**config.mk**
```make
export PLATFORM = sky130hd
export DESIGN_NAME = fem_front
export DESIGN_NICKNAME = d
export VERILOG_FILES = /design/src/rtl/fem_pkg.sv /design/src/rtl/fem_front.sv
export SDC_FILE = /design/constraint.sdc
export NUM_CORES = 1
export LEC_CHECK = 0
export BUFFER_PORTS_ARGS = -buffer_cell sky130_fd_sc_hd__buf_2
export CAP_MARGIN = 0
export CORE_AREA = 3 3 273 275
export CTS_BUF_LIST = sky130_fd_sc_hd__clkbuf_4 sky130_fd_sc_hd__clkbuf_8 sky130_fd_sc_hd__clkbuf_16
export CTS_CLUSTER_SIZE = 16
export DETAILED_ROUTE_END_ITERATION = 10
export DIE_AREA = 0 0 276 278
export PLACE_DENSITY = 0.65
export SYNTH_ARGS = -nofsm -noshare
export SYNTH_HDL_FRONTEND = slang
export SYNTH_SLANG_ARGS = --single-unit
```
**constraint.sdc**
```tcl
create_clock -name clk_i -period 26.4 [get_ports clk_i]
set_input_delay 0 -clock clk_i [delete_from_list [all_inputs] [get_ports clk_i]]
set_output_delay 0 -clock clk_i [all_outputs]
set_load 0.03 [all_outputs]
```
**src/rtl/fem_pkg.sv**
```systemverilog
// package for the flow exact match table
// holds key types, op and status codes, sizing constants
`default_nettype none
package fem_pkg;
  localparam int unsigned BucketsDef = 128;
  localparam int unsigned WaysDef = 4;
  localparam int unsigned KeyW = 64 * 4 + 32 + 36;
  localparam int unsigned HandleW = 16;

  typedef enum logic [1:0] {
    OP_LOOKUP = 2'd0,
    OP_INSERT = 2'd1,
    OP_DELETE = 2'd2,
    OP_NONE   = 2'd3
  } op_e;

  typedef enum logic [1:0] {
    ST_OK        = 2'd0,
    ST_NOT_FOUND = 2'd1,
    ST_EXISTS    = 2'd2,
    ST_FULL      = 2'd3
  } status_e;

  typedef enum logic [1:0] {
    BK_IDLE  = 2'd0,
    BK_READ  = 2'd1,
    BK_EXEC  = 2'd2,
    BK_OUT   = 2'd3
  } back_state_e;

  typedef struct packed {
    logic [63:0] src_addr_hi;
    logic [63:0] src_addr_lo;
    logic [63:0] dst_addr_hi;
    logic [63:0] dst_addr_lo;
    logic [7:0]  protocol;
    logic [15:0] src_port;
    logic [15:0] dst_port;
    logic [7:0]  tclass;
    logic [19:0] flow_tag;
    logic [15:0] handle_in;
  } req_t;

  typedef struct packed {
    logic [1:0]  status;
    logic [15:0] handle_out;
  } rsp_t;

  function automatic logic [KeyW-1:0] key_of(req_t r);
    return {r.src_addr_hi, r.src_addr_lo, r.dst_addr_hi, r.dst_addr_lo,
            r.src_port, r.dst_port, r.protocol, r.tclass, r.flow_tag};
  endfunction

  function automatic logic [7:0] hash_of(logic [63:0] dst_hi);
    return dst_hi[63:56] ^ dst_hi[55:48] ^ dst_hi[47:40] ^ dst_hi[39:32];
  endfunction
endpackage
`default_nettype wire

```
**src/rtl/fem_front.sv**
```systemverilog
// front end: accepts requests, computes the bucket, two entry queue
// depends on fem_pkg
`default_nettype none
module fem_front #(
  parameter int unsigned Buckets = fem_pkg::BucketsDef,
  localparam int unsigned BW = (Buckets > 1) ? $clog2(Buckets) : 1
) (
  input  wire logic           clk_i,
  input  wire logic           rst_ni,
  input  wire logic           in_valid_i,
  output logic                in_ready_o,
  input  wire logic [1:0]     in_op_i,
  input  wire fem_pkg::req_t  in_req_i,
  output logic                q_valid_o,
  input  wire logic           q_pop_i,
  output logic [1:0]          q_op_o,
  output fem_pkg::req_t       q_req_o,
  output logic [BW-1:0]       q_bucket_o
);
  logic [1:0]          op_q [2];
  fem_pkg::req_t       req_q [2];
  logic [BW-1:0]       bkt_q [2];
  logic                wp_q, rp_q;
  logic [1:0]          cnt_q;
  logic [BW-1:0]       bkt_d;
  logic                push;
  logic [7:0]          hash;
  logic [BW-1:0]       mod_tbl [256];

  // hash modulo bucket count as a constant table
  assign hash = fem_pkg::hash_of(in_req_i.dst_addr_hi);
  for (genvar v = 0; v < 256; v++) begin : g_mod
    assign mod_tbl[v] = BW'(v % Buckets);
  end
  assign bkt_d = mod_tbl[hash];

  assign in_ready_o = (cnt_q != 2'd2);
  assign push = in_valid_i && in_ready_o;
  assign q_valid_o = (cnt_q != 2'd0);
  assign q_op_o = op_q[rp_q];
  assign q_req_o = req_q[rp_q];
  assign q_bucket_o = bkt_q[rp_q];

  always_ff @(posedge clk_i) begin
    if (push) begin
      op_q[wp_q]  <= in_op_i;
      req_q[wp_q] <= in_req_i;
      bkt_q[wp_q] <= bkt_d;
    end
  end

  always_ff @(posedge clk_i or negedge rst_ni) begin
    if (!rst_ni) begin
      wp_q <= 1'b0;
      rp_q <= 1'b0;
      cnt_q <= 2'd0;
    end else begin
      if (push) wp_q <= ~wp_q;
      if (q_pop_i) rp_q <= ~rp_q;
      cnt_q <= cnt_q + 2'(push) - 2'(q_pop_i);
    end
  end
endmodule
`default_nettype wire

```
==> reports/qor.txt <==
CP max stage cell: dfrtp_4
Postcts setup bufs: 0
Tcrit/Tclk final: 0.194
# setup viols final: 0
Setup Total Neg Slack: 0 ns
Worst vdd ir: 0.101 mV
Gr ovfl total: 0
Worst EP arrival: 5.13 ns
Mapped Cells: 1124
DRT antenna net count: 0
Avg Vias per Cell: 4.50
Unique masters post-synth: 19
Post-route setup slack: 21.27 ns
Post-synthesis cell area: 26900 um2
Register area share after synthesis: 0.784
PD cells: 115 nW/um2
Grt met2 use: 0.305
Nets: 2566
Die height: 278 um
First-pass GRT wire length: 97800 um
Fin util: 0.511
Area Overhead vs Synth: 38.2%
Layout cells sized above 1: 0.517
Initial antenna violation count: 11
DR vias: 14.6k
Area of the die: 76700 um2
Slowest Stage Delay on Critical Path: 1.14 ns
Share of power burned in registers: 0.380
MaxCap Viol Count: 0
Place WS: 21.87 ns
Pin count of the biggest net entering global routing: 155
Clock sink count: 702
Critical path, cell by cell: buf_4, buf_4, buf_4, mux2_4, buf_2
Die outline width: 276 um
DR WL/cell: 20.3 um
Num CTS Buffers: 75
Pint: 0.00274 W
Final hold violation count: 0
Row count: 99
CTS resizes: 0
Number of warnings issued by yosys: 0
Drc violations: 0
Minimum clock period after layout: 5.13 ns
R2r setup slk: 22.38 ns
NetSw: 0.00152 W
Worst r2r dst: req_q[1][267]
Placer Congestion: 0.827
Comb pwr share: 0.381
Layout fillers: 5843
Worst hold path type: in -> reg
Clock Tree Buf Depth: 3
Worst Skew: 0.0218 ns
Worst Hold Launch: in_req_i[132]
# IOs: 697
Crit-path most repeated cell: buf_4
Syn_area_per_cell: 23.9 um2
Met1 GRT Util: 0.176
Post-placement cell count: 2755
Met3 Use GR: 0.0516
Initial Utilization: 0.370
Fmax: 195 MHz
Hold Crit Endpoint: req_q[0][132]
Pins Over Slew Limit: 0
DP HPWL: 44100 um
CTS tree: yes
IO buf count: 696
Post-synthesis register bit count: 702
Clock latency on the worst-skew pair: 0.60 ns
Final wirelength: 65800 um
Critical Path Start Type: flip-flop
Most Crowded Layer GR: met2
Number of global-route vias before repair: 16.1k
Critical path class: reg -> out
Net Sw Frac: 0.357
RSZ-0062 raised after global routing: false
WHS: 0.114 ns
Syn_nets: 1471
H-tree levels: 3
Worst slew pin tran: 1.13 ns
Drt initial violations: 785
Clk pwr share: 0.239
R2R depth: 5
Hold Path Depth: 2
Status: finished clean
Static leakage: 14.7 nW
Endpoint class of the critical path: output port
CTS Root Cell: clkbuf_16
Reg2Reg Launch Point: cnt_q[0]
Final Non-Filler Cells: 3244
Rel. slew slack: 0.243
Reg clk slew, reported paths: 0.06 ns
Total GRT Usage: 0.166
Worst EP required: 26.40 ns
CP max FO: 62
Core Footprint: 72600 um2
DRT Pass-1 Iters: 4
[cell usage in the layout, fill, tap and decap left out, drive strengths merged, types with 5 or more instances in the layout]
cell type	n
bufinv	5
dlygate4sd3	346
xnor2	17
edfxtp	698
diode	8
clkinv	35
inv	8
clkbuf	85
buf	711
xor2	8
mux2	349
[sequential cells by signal (all words and copies together) (netlist names)]
signal / cells
bkt_q: 14
req_q: 680
op_q: 4
cnt_q: 2
rp_q: 1
wp_q: 1
[critical path: cells and delay by family (launching register included)]
| kind | cells | cell delay (ns) |
|---|---|---|
| multiplexers | 1 | 0.36 |
| buffers and inverters | 4 | 2.83 |
| flip-flops | 1 | 1.14 |
[final cells by class]
cell class                      count  area (um2)  area share
Sequential cell                   702       21100       0.567
Timing Repair Buffer             1057        7070       0.191
Multi-Input combinational cell    383        5350       0.144
Clock buffer                       85        1970      0.0531
Tap cell                          959        1200      0.0323
Clock inverter                     50         444      0.0120
Antenna cell                        8        20.0    0.000539
[power groups by stage]
| stage | sequential (W) | clock, W | combinational [W] |
|---|---|---|---|
| floorplan | 0.00173 | 0 | 0.00124 |
| global placement | 0.00163 | 0 | 0.00159 |
| detailed placement | 0.00164 | 0 | 0.00160 |
| CTS | 0.00162 | 0.00105 | 0.00165 |
| global route | 0.00164 | 0.00110 | 0.00170 |
| finish | 0.00162 | 0.00102 | 0.00163 |
[routing by layer]
layer / wire, um / vias up
met3: 5010 / 152
met5: 13 / -
met1: 22900 / 7215
li1: - / 6692
met4: 2610 / 2
met2: 35300 / 540
[what timing repair did]
item                                    in CTS  in global routing
hold endpoints to repair                   706                  0
hold buffers                               346                  0
endpoints found under the setup margin       0                  0
[stage by stage]
stage | power [W] | instance area (um2)
after floorplan | 0.00297 | 26900
after global placement | 0.00322 | 31200
after detailed placement | 0.00324 | 31200
after CTS | 0.00432 | 37100
after global routing | 0.00444 | 37100
final | 0.00426 | 37100
[cells by family after synthesis]
| family | synth area share |
|---|---|
| compound gates | 0.000559 |
| buf+inv | 0.0174 |
| mux | 0.188 |
| simple gates | 0.00126 |
| flops | 0.784 |
| fa+ha+maj | 0.000466 |
| xor+xnor | 0.00815 |
[synth_stat cells (all sizes together)]
| cell | number | share of area |
|---|---|---|
| xnor2 | 17 | 0.0055 |
| ha | 1 | 0.00047 |
| or2 | 1 | 0.00023 |
| nor3b | 1 | 0.00028 |
| buf | 39 | 0.017 |
| a21bo | 1 | 0.00037 |
| and3 | 1 | 0.00023 |
| nor2 | 1 | 0.00014 |
| mux2 | 349 | 0.19 |
| nand2 | 1 | 0.00014 |
| xor2 | 8 | 0.0026 |
| a21oi | 1 | 0.00019 |
| nand2b | 1 | 0.00023 |
| dfrtp | 4 | 0.0037 |
| edfxtp | 698 | 0.78 |
[worst max path at each step]
stage,from,end,slack [ns],cells after the start
floorplan,cnt_q[0],bkt_q[0][0],10.01,3
global placement,rp_q,q_req_o[2],21.99,5
detailed placement,rp_q,q_req_o[3],21.87,5
CTS,rp_q,q_req_o[3],21.19,5
global route,rp_q,q_req_o[3],21.00,5
finish,rp_q,q_req_o[279],21.27,5
(Power assumes the default switching activity.)
